<file path="src/hdl/assert_macros.svh">
// Assertion macros shared by the editor buffer RTL.
`ifndef ASSERT_MACROS_SVH
`define ASSERT_MACROS_SVH

// Check a property on every clock edge outside reset.
`define FLE_ASSERT(label, prop, msg) \
	label: assert property (@(posedge clk) disable iff (!arst_n) (prop)) else $error(msg);

// Check that a condition is followed by another in the next cycle.
`define FLE_ASSERT_NEXT(label, pre, post, msg) \
	label: assert property (@(posedge clk) disable iff (!arst_n) (pre) |=> (post)) else $error(msg);

`endif

</file>
<file path="src/hdl/fle_pkg.sv">
// Types, constants and helpers for the fixed line text editor buffer.
package fle_pkg;

	localparam int LINES      = 16;
	localparam int LINE_CHARS = 32;
	localparam int DEPTH      = LINES * LINE_CHARS;
	localparam int ADDR_W     = $clog2(DEPTH);
	localparam int NUM_W      = ADDR_W + 1;
	localparam int CH_W       = 7;
	localparam int NPHASE     = 4;

	localparam logic [CH_W-1:0] CH_BS    = 7'h08;
	localparam logic [CH_W-1:0] CH_LF    = 7'h0A;
	localparam logic [CH_W-1:0] CH_DEL   = 7'h7F;
	localparam logic [CH_W-1:0] CH_SP    = 7'h20;
	localparam logic [CH_W-1:0] CH_TILDE = 7'h7E;

	typedef enum logic [3:0] {
		ACT_WRITE = 4'd0,
		ACT_LEFT  = 4'd1,
		ACT_RIGHT = 4'd2,
		ACT_UP    = 4'd3,
		ACT_DOWN  = 4'd4,
		ACT_CLRLN = 4'd5,
		ACT_CLRALL = 4'd6,
		ACT_HEAD  = 4'd7,
		ACT_END   = 4'd8,
		ACT_SAVED = 4'd9,
		ACT_READ  = 4'd10
	} act_t;

	typedef struct packed {
		logic [3:0] action;
		logic [7:0] byte_in;
		logic [3:0] read_line;
		logic [4:0] read_column;
	} in_beat_t;

	typedef struct packed {
		logic       changed;
		logic [3:0] cursor_line_out;
		logic [5:0] cursor_column_out;
		logic [4:0] line_count_out;
		logic       dirty_out;
		logic [6:0] read_char;
		logic [5:0] read_length;
	} out_beat_t;

	typedef enum logic [1:0] {
		PK_NONE = 2'd0,
		PK_COPY = 2'd1,
		PK_FILL = 2'd2,
		PK_READ = 2'd3
	} phase_kind_t;

	typedef struct packed {
		phase_kind_t       kind;
		logic              down;
		logic [ADDR_W-1:0] src;
		logic [ADDR_W-1:0] dst;
		logic [NUM_W-1:0]  cnt;
		logic [CH_W-1:0]   data;
	} phase_t;

	typedef struct packed {
		logic              start;
		phase_t [NPHASE-1:0] ph;
	} mov_cmd_t;

	typedef struct packed {
		logic            done;
		logic [CH_W-1:0] rdata;
	} mov_sts_t;

	function automatic logic [NUM_W-1:0] addr_of(input logic [4:0] line, input logic [5:0] col);
		addr_of = NUM_W'(line) * NUM_W'(LINE_CHARS) + NUM_W'(col);
	endfunction

	function automatic phase_t mk_phase(input phase_kind_t kind, input logic down,
			input logic [NUM_W-1:0] src, input logic [NUM_W-1:0] dst,
			input logic [NUM_W-1:0] cnt, input logic [CH_W-1:0] data);
		phase_t p;
		p.kind = kind;
		p.down = down;
		p.src  = src[ADDR_W-1:0];
		p.dst  = dst[ADDR_W-1:0];
		p.cnt  = cnt;
		p.data = data;
		mk_phase = p;
	endfunction

endpackage

</file>
<file path="src/hdl/fle_ram.sv">
// Single-port-write, single-port-read synchronous RAM with registered read data.
module fle_ram #(
	parameter int DEPTH = 512,
	parameter int WIDTH = 7,
	parameter int AW    = $clog2(DEPTH)
) (
	input  logic             clk,
	input  logic             we,
	input  logic [AW-1:0]    waddr,
	input  logic [WIDTH-1:0] wdata,
	input  logic             re,
	input  logic [AW-1:0]    raddr,
	output logic [WIDTH-1:0] rdata
);
	logic [WIDTH-1:0] mem [DEPTH];

	always_ff @(posedge clk) begin
		if (we)
			mem[waddr] <= wdata;
		if (re)
			rdata <= mem[raddr];
	end
endmodule

</file>
<file path="src/hdl/fle_mover.sv">
// Text store with a sequencer that runs copy, fill and read phases over it.
module fle_mover (
	input  logic             clk,
	input  logic             arst_n,
	input  fle_pkg::mov_cmd_t cmd,
	output fle_pkg::mov_sts_t sts
);
	import fle_pkg::*;

	typedef enum logic [4:0] {
		M_IDLE = 5'b00001,
		M_NEXT = 5'b00010,
		M_RD   = 5'b00100,
		M_WR   = 5'b01000,
		M_FILL = 5'b10000
	} mst_t;

	mst_t              st_q;
	logic [2:0]        k_q;
	phase_kind_t       kind_q;
	logic              down_q;
	logic [ADDR_W-1:0] src_q;
	logic [ADDR_W-1:0] dst_q;
	logic [NUM_W-1:0]  cnt_q;
	logic [CH_W-1:0]   data_q;
	logic              done_q;
	phase_t            nph;

	logic              ram_we;
	logic              ram_re;
	logic [CH_W-1:0]   ram_wdata;
	logic [CH_W-1:0]   ram_rdata;

	assign nph       = cmd.ph[k_q[1:0]];
	assign ram_re    = (st_q == M_RD);
	assign ram_we    = (st_q == M_WR) || (st_q == M_FILL);
	assign ram_wdata = (st_q == M_WR) ? ram_rdata : data_q;

	fle_ram #(.DEPTH(DEPTH), .WIDTH(CH_W)) u_ram (
		.clk   (clk),
		.we    (ram_we),
		.waddr (dst_q),
		.wdata (ram_wdata),
		.re    (ram_re),
		.raddr (src_q),
		.rdata (ram_rdata)
	);

	always_ff @(posedge clk or negedge arst_n) begin
		if (!arst_n) begin
			st_q   <= M_IDLE;
			k_q    <= '0;
			done_q <= 1'b0;
		end else begin
			done_q <= 1'b0;
			case (st_q)
				M_IDLE: begin
					if (cmd.start) begin
						k_q  <= '0;
						st_q <= M_NEXT;
					end
				end
				M_NEXT: begin
					if (k_q == 3'(NPHASE)) begin
						done_q <= 1'b1;
						st_q   <= M_IDLE;
					end else if (nph.kind == PK_NONE || nph.cnt == '0) begin
						k_q <= k_q + 3'd1;
					end else if (nph.kind == PK_FILL) begin
						st_q <= M_FILL;
					end else begin
						st_q <= M_RD;
					end
				end
				M_RD: begin
					if (kind_q == PK_READ) begin
						k_q  <= k_q + 3'd1;
						st_q <= M_NEXT;
					end else begin
						st_q <= M_WR;
					end
				end
				M_WR, M_FILL: begin
					if (cnt_q == NUM_W'(1)) begin
						k_q  <= k_q + 3'd1;
						st_q <= M_NEXT;
					end else begin
						st_q <= (st_q == M_WR) ? M_RD : M_FILL;
					end
				end
				default: st_q <= M_IDLE;
			endcase
		end
	end

	// Load a phase on entry, advance both pointers after each write.
	always_ff @(posedge clk) begin
		if (st_q == M_NEXT) begin
			kind_q <= nph.kind;
			down_q <= nph.down;
			src_q  <= nph.src;
			dst_q  <= nph.dst;
			cnt_q  <= nph.cnt;
			data_q <= nph.data;
		end else if (ram_we) begin
			cnt_q <= cnt_q - NUM_W'(1);
			src_q <= down_q ? src_q - ADDR_W'(1) : src_q + ADDR_W'(1);
			dst_q <= down_q ? dst_q - ADDR_W'(1) : dst_q + ADDR_W'(1);
		end
	end

	assign sts.done  = done_q;
	assign sts.rdata = ram_rdata;
endmodule

</file>
<file path="src/hdl/fixed_line_text_editor_buffer.sv">
// Each command runs through the states S_IDLE, S_LEN0, S_LEN1, S_EXEC, S_RUN and S_PUT;
// the mover run in S_RUN grows with each copied and filled character and with a read, and
// is longest for a line split near the top of an almost full buffer.
// Throughput: one command at a time; in_stall stays high until the result beat is loaded.
// Reset: asynchronous; afterwards a clearing pass writes 512 spaces while in_stall stays
// high. The insert flag resets to 0.
module fixed_line_text_editor_buffer (
	input  logic                clk,
	input  logic                arst_n,
	input  logic                in_valid,
	output logic                in_stall,
	input  fle_pkg::in_beat_t   in_data,
	output logic                out_valid,
	input  logic                out_stall,
	output fle_pkg::out_beat_t  out_data,
	input  logic                wr_en,
	input  logic                wr_data
);
	import fle_pkg::*;
	`include "assert_macros.svh"

	typedef enum logic [7:0] {
		S_INIT  = 8'b00000001,
		S_INITW = 8'b00000010,
		S_IDLE  = 8'b00000100,
		S_LEN0  = 8'b00001000,
		S_LEN1  = 8'b00010000,
		S_EXEC  = 8'b00100000,
		S_RUN   = 8'b01000000,
		S_PUT   = 8'b10000000
	} st_t;

	st_t                 state_q;
	in_beat_t            req_q;
	logic [3:0]          cur_q;
	logic [5:0]          col_q;
	logic [4:0]          lc_q;
	logic                dirty_q;
	logic                ins_q;
	logic [5:0]          len_q [LINES];
	logic [3:0]          len_idx_q;
	logic [5:0]          cl_q;
	logic [5:0]          ol_q;
	logic                chg_q;
	logic [5:0]          rlen_q;
	logic                start_q;
	phase_t [NPHASE-1:0] ph_q;
	logic                out_valid_q;
	out_beat_t           out_q;

	mov_cmd_t            cmd;
	mov_sts_t            sts;
	logic [5:0]          len_rd;
	logic [3:0]          oth_idx;

	logic [3:0]          n_cur;
	logic [5:0]          n_col;
	logic [4:0]          n_lc;
	logic                n_dirty;
	logic                n_chg;
	logic [5:0]          n_rlen;
	logic [5:0]          n_len [LINES];
	phase_t [NPHASE-1:0] n_ph;
	logic                put_ok;

	assign cmd.start = start_q;
	assign cmd.ph    = ph_q;

	fle_mover u_mover (
		.clk    (clk),
		.arst_n (arst_n),
		.cmd    (cmd),
		.sts    (sts)
	);

	assign len_rd    = len_q[len_idx_q];
	assign in_stall  = (state_q != S_IDLE);
	assign out_valid = out_valid_q;
	assign out_data  = out_q;
	assign put_ok    = !out_valid_q || !out_stall;

	// Second length lookup depends on the command.
	always_comb begin
		oth_idx = cur_q;
		case (req_q.action)
			ACT_WRITE, ACT_UP: oth_idx = cur_q - 4'd1;
			ACT_DOWN:          oth_idx = cur_q + 4'd1;
			ACT_END:           oth_idx = 4'(lc_q - 5'd1);
			ACT_CLRALL:        oth_idx = '0;
			ACT_READ:          oth_idx = req_q.read_line;
			default:           oth_idx = cur_q;
		endcase
	end

	always_comb begin
		logic [NUM_W-1:0] base;
		logic [NUM_W-1:0] nbase;
		logic [6:0]       jsum;
		logic [5:0]       tail;
		logic [CH_W-1:0]  ch;
		logic [4:0]       cur5;

		cur5   = {1'b0, cur_q};
		ch     = req_q.byte_in[CH_W-1:0];
		base   = addr_of(cur5, 6'd0);
		nbase  = addr_of(cur5 + 5'd1, 6'd0);
		jsum   = {1'b0, ol_q} + {1'b0, cl_q};
		tail   = cl_q - col_q;
		n_cur   = cur_q;
		n_col   = col_q;
		n_lc    = lc_q;
		n_dirty = dirty_q;
		n_chg   = 1'b0;
		n_rlen  = '0;
		n_len   = len_q;
		for (int k = 0; k < NPHASE; k++)
			n_ph[k] = mk_phase(PK_NONE, 1'b0, '0, '0, '0, '0);

		case (req_q.action)
			ACT_WRITE: begin
				if (ch == CH_BS) begin
					if (col_q == '0) begin
						if (cur_q != '0 && jsum <= 7'(LINE_CHARS)) begin
							// join onto the previous line, pull later lines up
							for (int i = 0; i < LINES; i++) begin
								if (5'(i) + 5'd1 == cur5)
									n_len[i] = 6'(jsum);
								else if (5'(i) >= cur5 && 5'(i) + 5'd1 < lc_q)
									n_len[i] = len_q[(i + 1) % LINES];
								else if (5'(i) + 5'd1 == lc_q)
									n_len[i] = '0;
							end
							n_ph[0] = mk_phase(PK_COPY, 1'b0, base,
								addr_of(cur5 - 5'd1, ol_q), NUM_W'(cl_q), CH_SP);
							n_ph[1] = mk_phase(PK_COPY, 1'b0, nbase, base,
								addr_of(lc_q - 5'd1 - cur5, 6'd0), CH_SP);
							n_ph[2] = mk_phase(PK_FILL, 1'b0, '0,
								addr_of(lc_q - 5'd1, 6'd0), NUM_W'(LINE_CHARS), CH_SP);
							n_lc    = lc_q - 5'd1;
							n_cur   = cur_q - 4'd1;
							n_col   = ol_q;
							n_chg   = 1'b1;
							n_dirty = 1'b1;
						end
					end else begin
						n_len[cur_q] = cl_q - 6'd1;
						n_ph[0] = mk_phase(PK_COPY, 1'b0, base + NUM_W'(col_q),
							base + NUM_W'(col_q) - NUM_W'(1), NUM_W'(tail), CH_SP);
						n_ph[1] = mk_phase(PK_FILL, 1'b0, '0,
							base + NUM_W'(cl_q) - NUM_W'(1), NUM_W'(1), CH_SP);
						n_col   = col_q - 6'd1;
						n_chg   = 1'b1;
						n_dirty = 1'b1;
					end
				end else if (ch == CH_LF) begin
					if (lc_q < 5'(LINES)) begin
						// push later lines down, then move the tail to the new line
						n_len[cur_q] = col_q;
						for (int i = 0; i < LINES; i++) begin
							if (5'(i) == cur5 + 5'd1)
								n_len[i] = tail;
							else if (5'(i) > cur5 + 5'd1 && 5'(i) <= lc_q)
								n_len[i] = len_q[(i + LINES - 1) % LINES];
						end
						n_ph[0] = mk_phase(PK_COPY, 1'b1, addr_of(lc_q, 6'd0) - NUM_W'(1),
							addr_of(lc_q, 6'(LINE_CHARS - 1)),
							addr_of(lc_q - 5'd1 - cur5, 6'd0), CH_SP);
						n_ph[1] = mk_phase(PK_FILL, 1'b0, '0, nbase,
							NUM_W'(LINE_CHARS), CH_SP);
						n_ph[2] = mk_phase(PK_COPY, 1'b0, base + NUM_W'(col_q), nbase,
							NUM_W'(tail), CH_SP);
						n_ph[3] = mk_phase(PK_FILL, 1'b0, '0, base + NUM_W'(col_q),
							NUM_W'(tail), CH_SP);
						n_lc    = lc_q + 5'd1;
						n_cur   = cur_q + 4'd1;
						n_col   = '0;
						n_chg   = 1'b1;
						n_dirty = 1'b1;
					end
				end else if (ch == CH_DEL) begin
					if (col_q < cl_q) begin
						n_len[cur_q] = cl_q - 6'd1;
						n_ph[0] = mk_phase(PK_COPY, 1'b0, base + NUM_W'(col_q) + NUM_W'(1),
							base + NUM_W'(col_q), NUM_W'(tail - 6'd1), CH_SP);
						n_ph[1] = mk_phase(PK_FILL, 1'b0, '0,
							base + NUM_W'(cl_q) - NUM_W'(1), NUM_W'(1), CH_SP);
						n_chg   = 1'b1;
						n_dirty = 1'b1;
					end
				end else if (ch >= CH_SP && ch <= CH_TILDE) begin
					if (ins_q) begin
						if (cl_q < 6'(LINE_CHARS)) begin
							n_len[cur_q] = cl_q + 6'd1;
							n_ph[0] = mk_phase(PK_COPY, 1'b1,
								base + NUM_W'(cl_q) - NUM_W'(1), base + NUM_W'(cl_q),
								NUM_W'(tail), CH_SP);
							n_ph[1] = mk_phase(PK_FILL, 1'b0, '0, base + NUM_W'(col_q),
								NUM_W'(1), ch);
							n_col   = col_q + 6'd1;
							n_chg   = 1'b1;
							n_dirty = 1'b1;
						end
					end else if (col_q < 6'(LINE_CHARS)) begin
						if (col_q >= cl_q)
							n_len[cur_q] = col_q + 6'd1;
						n_ph[0] = mk_phase(PK_FILL, 1'b0, '0, base + NUM_W'(col_q),
							NUM_W'(1), ch);
						n_col   = col_q + 6'd1;
						n_chg   = 1'b1;
						n_dirty = 1'b1;
					end
				end
			end
			ACT_LEFT: begin
				if (col_q != '0) begin
					n_col = col_q - 6'd1;
					n_chg = 1'b1;
				end
			end
			ACT_RIGHT: begin
				if (col_q < cl_q) begin
					n_col = col_q + 6'd1;
					n_chg = 1'b1;
				end
			end
			ACT_UP: begin
				if (cur_q != '0) begin
					n_cur = cur_q - 4'd1;
					if (col_q > ol_q)
						n_col = ol_q;
					n_chg = 1'b1;
				end
			end
			ACT_DOWN: begin
				if (cur5 + 5'd1 < lc_q) begin
					n_cur = cur_q + 4'd1;
					if (col_q > ol_q)
						n_col = ol_q;
					n_chg = 1'b1;
				end
			end
			ACT_CLRLN: begin
				n_chg        = (cl_q != '0);
				n_len[cur_q] = '0;
				n_col        = '0;
				if (cl_q != '0)
					n_dirty = 1'b1;
				n_ph[0] = mk_phase(PK_FILL, 1'b0, '0, base, NUM_W'(LINE_CHARS), CH_SP);
			end
			ACT_CLRALL: begin
				n_chg = (lc_q != 5'd1) || (ol_q != '0);
				if (n_chg)
					n_dirty = 1'b1;
				for (int i = 0; i < LINES; i++)
					n_len[i] = '0;
				n_cur = '0;
				n_col = '0;
				n_lc  = 5'd1;
				n_ph[0] = mk_phase(PK_FILL, 1'b0, '0, '0, NUM_W'(DEPTH), CH_SP);
			end
			ACT_HEAD: begin
				n_chg = (cur_q != '0) || (col_q != '0);
				n_cur = '0;
				n_col = '0;
			end
			ACT_END: begin
				n_chg = (cur5 != lc_q - 5'd1) || (col_q != ol_q);
				n_cur = 4'(lc_q - 5'd1);
				n_col = ol_q;
			end
			ACT_SAVED: n_dirty = 1'b0;
			ACT_READ: begin
				n_rlen  = ol_q;
				n_ph[0] = mk_phase(PK_READ, 1'b0,
					addr_of({1'b0, req_q.read_line}, {1'b0, req_q.read_column}),
					'0, NUM_W'(1), CH_SP);
			end
			default: ;
		endcase
	end

	always_ff @(posedge clk or negedge arst_n) begin
		if (!arst_n) begin
			state_q     <= S_INIT;
			cur_q       <= '0;
			col_q       <= '0;
			lc_q        <= 5'd1;
			dirty_q     <= 1'b0;
			ins_q       <= 1'b0;
			start_q     <= 1'b0;
			out_valid_q <= 1'b0;
			for (int i = 0; i < LINES; i++)
				len_q[i] <= '0;
		end else begin
			start_q <= 1'b0;
			if (wr_en)
				ins_q <= wr_data;
			if (out_valid_q && !out_stall && state_q != S_PUT)
				out_valid_q <= 1'b0;
			case (state_q)
				S_INIT: begin
					start_q <= 1'b1;
					state_q <= S_INITW;
				end
				S_INITW: begin
					if (sts.done)
						state_q <= S_IDLE;
				end
				S_IDLE: begin
					if (in_valid)
						state_q <= S_LEN0;
				end
				S_LEN0: state_q <= S_LEN1;
				S_LEN1: state_q <= S_EXEC;
				S_EXEC: begin
					cur_q   <= n_cur;
					col_q   <= n_col;
					lc_q    <= n_lc;
					dirty_q <= n_dirty;
					len_q   <= n_len;
					start_q <= 1'b1;
					state_q <= S_RUN;
				end
				S_RUN: begin
					if (sts.done)
						state_q <= S_PUT;
				end
				S_PUT: begin
					if (put_ok) begin
						out_valid_q <= 1'b1;
						state_q     <= S_IDLE;
					end
				end
				default: state_q <= S_IDLE;
			endcase
		end
	end

	// Beat capture, length lookups, phase list and result payload.
	always_ff @(posedge clk) begin
		case (state_q)
			S_INIT: begin
				ph_q[0] <= mk_phase(PK_FILL, 1'b0, '0, '0, NUM_W'(DEPTH), CH_SP);
				for (int k = 1; k < NPHASE; k++)
					ph_q[k] <= mk_phase(PK_NONE, 1'b0, '0, '0, '0, '0);
			end
			S_IDLE: begin
				if (in_valid) begin
					req_q     <= in_data;
					len_idx_q <= cur_q;
				end
			end
			S_LEN0: begin
				cl_q      <= len_rd;
				len_idx_q <= oth_idx;
			end
			S_LEN1: ol_q <= len_rd;
			S_EXEC: begin
				ph_q   <= n_ph;
				chg_q  <= n_chg;
				rlen_q <= n_rlen;
			end
			S_PUT: begin
				if (put_ok) begin
					out_q.changed           <= chg_q;
					out_q.cursor_line_out   <= cur_q;
					out_q.cursor_column_out <= col_q;
					out_q.line_count_out    <= lc_q;
					out_q.dirty_out         <= dirty_q;
					out_q.read_char         <= (req_q.action == ACT_READ) ? sts.rdata : '0;
					out_q.read_length       <= rlen_q;
				end
			end
			default: ;
		endcase
	end

	`FLE_ASSERT(a_lc_range, (lc_q != 5'd0) && (lc_q <= 5'(LINES)), "line count out of range")
	`FLE_ASSERT(a_cur_in_doc, 5'(cur_q) < lc_q, "cursor line beyond line count")
	`FLE_ASSERT(a_done_wait, !sts.done || state_q == S_RUN || state_q == S_INITW, "stray mover done")
	`FLE_ASSERT_NEXT(a_start_run, start_q && state_q == S_RUN, !sts.done, "mover finished too early")
endmodule

</file>
<file path="config.mk">
export PLATFORM = sky130hd
export DESIGN_NAME = fixed_line_text_editor_buffer
export DESIGN_NICKNAME = d
export VERILOG_FILES = /design/src/hdl/fle_pkg.sv /design/src/hdl/fle_ram.sv /design/src/hdl/fle_mover.sv /design/src/hdl/fixed_line_text_editor_buffer.sv
export VERILOG_INCLUDE_DIRS = /design/src /design/src/hdl
export SDC_FILE = /design/constraint.sdc
export NUM_CORES = 2
export LEC_CHECK = 0
export BUFFER_PORTS_ARGS = -buffer_cell sky130_fd_sc_hd__buf_2
export CAP_MARGIN = 20
export CORE_MARGIN = 3
export CORE_UTILIZATION = 45
export CTS_BUF_LIST = sky130_fd_sc_hd__clkbuf_16
export DETAILED_ROUTE_END_ITERATION = 10
export SYNTH_ARGS = -nofsm -noshare
export SYNTH_HDL_FRONTEND = slang
export SYNTH_SLANG_ARGS = --single-unit
</file>
<file path="constraint.sdc">
create_clock -name clk -period 8.7 [get_ports clk]
set_input_delay 0.87 -clock clk [delete_from_list [all_inputs] [get_ports clk]]
set_output_delay 0.87 -clock clk [all_outputs]
set_load 0.05 [all_outputs]
</file>
==> impl_metrics.json <==
{
  "ys_async_sr_fraction_pct": 3.35,
  "avgSynthCellArea_um2": 17.9,
  "yosysUniqueCellTypes": 108,
  "drv_cap": 0,
  "cp.required_ps": 9540,
  "hold_depth": 1,
  "worst-r2r-cell-count": 13,
  "synth_edf_count": 3806,
  "cts_tree": "built",
  "worstHoldEndpoint": "req_q[4]",
  "syn-cell-area_um2": 165000,
  "portBuffers": 57,
  "vias": 91700,
  "grtUsageTotal_pct": 24.5,
  "synth_warnings": 0,
  "drt_wl_total_mm": 465,
  "synthAdderAreaFrac_pct": 0.605,
  "synthFlopType": "edfxtp_1",
  "route.detailed.drc": 0,
  "grt_pass1_vias": 92800,
  "postCtsSetupBuffers": 0,
  "clk_pin_slew_ps": 60,
  "clock_sinks": 3938,
  "critPathMaxFanout": 38,
  "fin_nets": 9323,
  "rsz0062_at_grt": "false",
  "dr.pass1.iters": 10,
  "antenna_found_initial": 11,
  "area.growth.synth_to_final_pct": 11.2,
  "hp-start": "in_data[4]",
  "tightest_slew_ps": 1300,
  "coreArea_um2": 364000,
  "hold_viol": 0,
  "start_util_pct": 45.4,
  "layout_common_cells": "edfxtp_1 (3,806), mux4_2 (935), nor2_1 (840)",
  "filler_cell_count": 29200,
  "crit_type": "flop to flop",
  "syn_inst": 9209,
  "syn-num-nets": 9312,
  "p_total_mw": 46.1,
  "status": "finished clean",
  "synth_top_family_by_area": "multiplexers",
  "p_leak_nw": 56.9,
  "rows": 221,
  "cts_resized": 0,
  "detail-route-antenna-nets": 0,
  "clk_path_buf_depth": 4,
  "cts_max_level": 5,
  "slew_viol_final": 0,
  "setup-violations-final": 0,
  "clock_latency_ps": 990,
  "r2r_slack_ps": 2710,
  "ios": 59,
  "root_buffer": "clkbuf_16",
  "viasPerCell": 6.40,
  "cts-hold-fix-buffers": 1,
  "synth-simple-area-share_pct": 4.25,
  "drt_iter0_drc": 11900,
  "wl_per_cell_um": 32.4,
  "power_per_cell_area_nw_per_um2": 252,
  "grt_max_degree": 252,
  "synthMuxAreaShare_pct": 14.8,
  "layout_commonest_cell": "edfxtp_1",
  "fmax_mhz": 167,
  "finalCritPeriodShare_pct": 68.8,
  "ys_ff_latch": 3938,
  "gp_congestion": 0.971,
  "fp.dieW_um": 611,
  "drive_above_1_share_pct": 21.2,
  "post-route-min-period_ps": 5990,
  "grt_overflow": 0,
  "die_h_um": 611,
  "relSlewSlack_pct": 13.5,
  "ir_worst_vdd_uv": 179,
  "fin_worst_skew_ps": 91.4,
  "tns_ps": 0,
  "cts_buffers": 406,
  "dp_hpwl_mm": 279,
  "cp-start-kind": "flop",
  "r2r_start": "col_q[0]",
  "grt_pass1_wl_mm": 668,
  "synth_compound_area_share_pct": 6.66,
  "ys_seq_area_share_pct": 71.3,
  "hold_path.class": "input pin to flop",
  "cp-end-kind": "flop",
  "arrival_ps": 6820,
  "synthXorXnorAreaFrac_pct": 0.397,
  "dieArea_um2": 374000
}
==> layout make-up <==
cell class	instances	area [um2]	share of cell area (%)
Antenna cell	4	10.0	0.00546
Multi-Input combinational cell	4528	44400	24.2
Clock inverter	322	2540	1.39
Inverter	78	300	0.164
Tap cell	4794	6000	3.27
Clock buffer	412	10300	5.62
Sequential cell	3938	118000	64.1
Timing Repair Buffer	268	2200	1.20
==> per-layer routing <==
layer | GRT usage (%) | wire (um) | vias up
met5 | 0 | 39 | -
met4 | 9.16 | 19600 | 6
met3 | 5.02 | 40900 | 1059
met2 | 38.5 | 218000 | 4576
met1 | 34.0 | 186000 | 48300
li1 | - | - | 37800
==> worst max path at each step <==
stage / startpoint / end / depth (start not counted)
after floorplan: u_mover.st_q[1] / u_mover.u_ram.mem[0][0] / 3
after global placement: col_q[0] / flop / 13
after detailed placement: col_q[0] / flop / 13
after CTS: col_q[0] / flop / 13
after global routing: col_q[0] / flop / 13
final: col_q[0] / flop / 13
==> synth_stat cells, types with 97 or more instances <==
library cell	n	area [um2]
a21oi_1	249	1250
a221oi_1	142	1240
a22oi_1	97	728
buf_2	130	651
clkbuf_1	403	1510
dfrtp_1	129	3230
edfxtp_1	3806	114000
mux2_2	140	1580
mux2i_1	176	1760
mux4_2	935	21100
nand2_1	318	1190
nand3_1	98	490
nor2_1	847	3180
o21ai_0	293	1470
o221ai_1	119	1040
o22ai_1	106	663
==> power breakdown <==
part	leakage, nW	switching, mW	internal, mW
logic	14.3	4.81	2.63
registers	36.0	0.173	21.7
clock network	6.61	7.27	9.59
==> metrics by stage <==
step | area (um2) | hold WS (ps) | utilization [%] | setup WS (ps) | cells
finish | 183000 | 130 | 50.4 | 2710 | 14300
global route | 183000 | 87.1 | 50.4 | 2730 | 14300
CTS | 183000 | 47.6 | 50.4 | 3000 | 14300
detailed placement | 170000 | 406 | 46.9 | 2990 | 13600
global placement | 170000 | 403 | 46.9 | 2990 | 13600
floorplan | 165000 | 400 | - | 3380 | 9209
==> registers in the layout, indices dropped and copies added (netlist names), 7 cells and up, named ones only <==
name / count
u_mover.u_ram.mem: 3584
cmd: 104
out_data: 30
req_q: 20
u_mover.cnt_q: 10
u_mover.dst_q: 9
u_mover.src_q: 9
state_q: 8
u_mover.data_q: 7
u_mover.u_ram.rdata: 7
==> critical path: stages, from the launching register on <==
cell and delay (ps):
dfrtp_1 360, buf_4 260, inv_1 710, ha_1 440, nor4b_4 770, nand2_1 740, nand2_1 490, buf_4 350
nand2_2 460, buf_4 490, a21oi_1 200, a31oi_1 50, or3_1 330, a22o_1 210
==> kinds of logic after synthesis <==
family	Yosys count
and+or+nand+nor	1589
DFF	3938
xor gates and xnor gates	74
AOI/OAI and AO/OA	1536
adders and majority gates	77
other	1
buffers and inverters	743
muxes	1251
(Power assumes the default switching activity.)
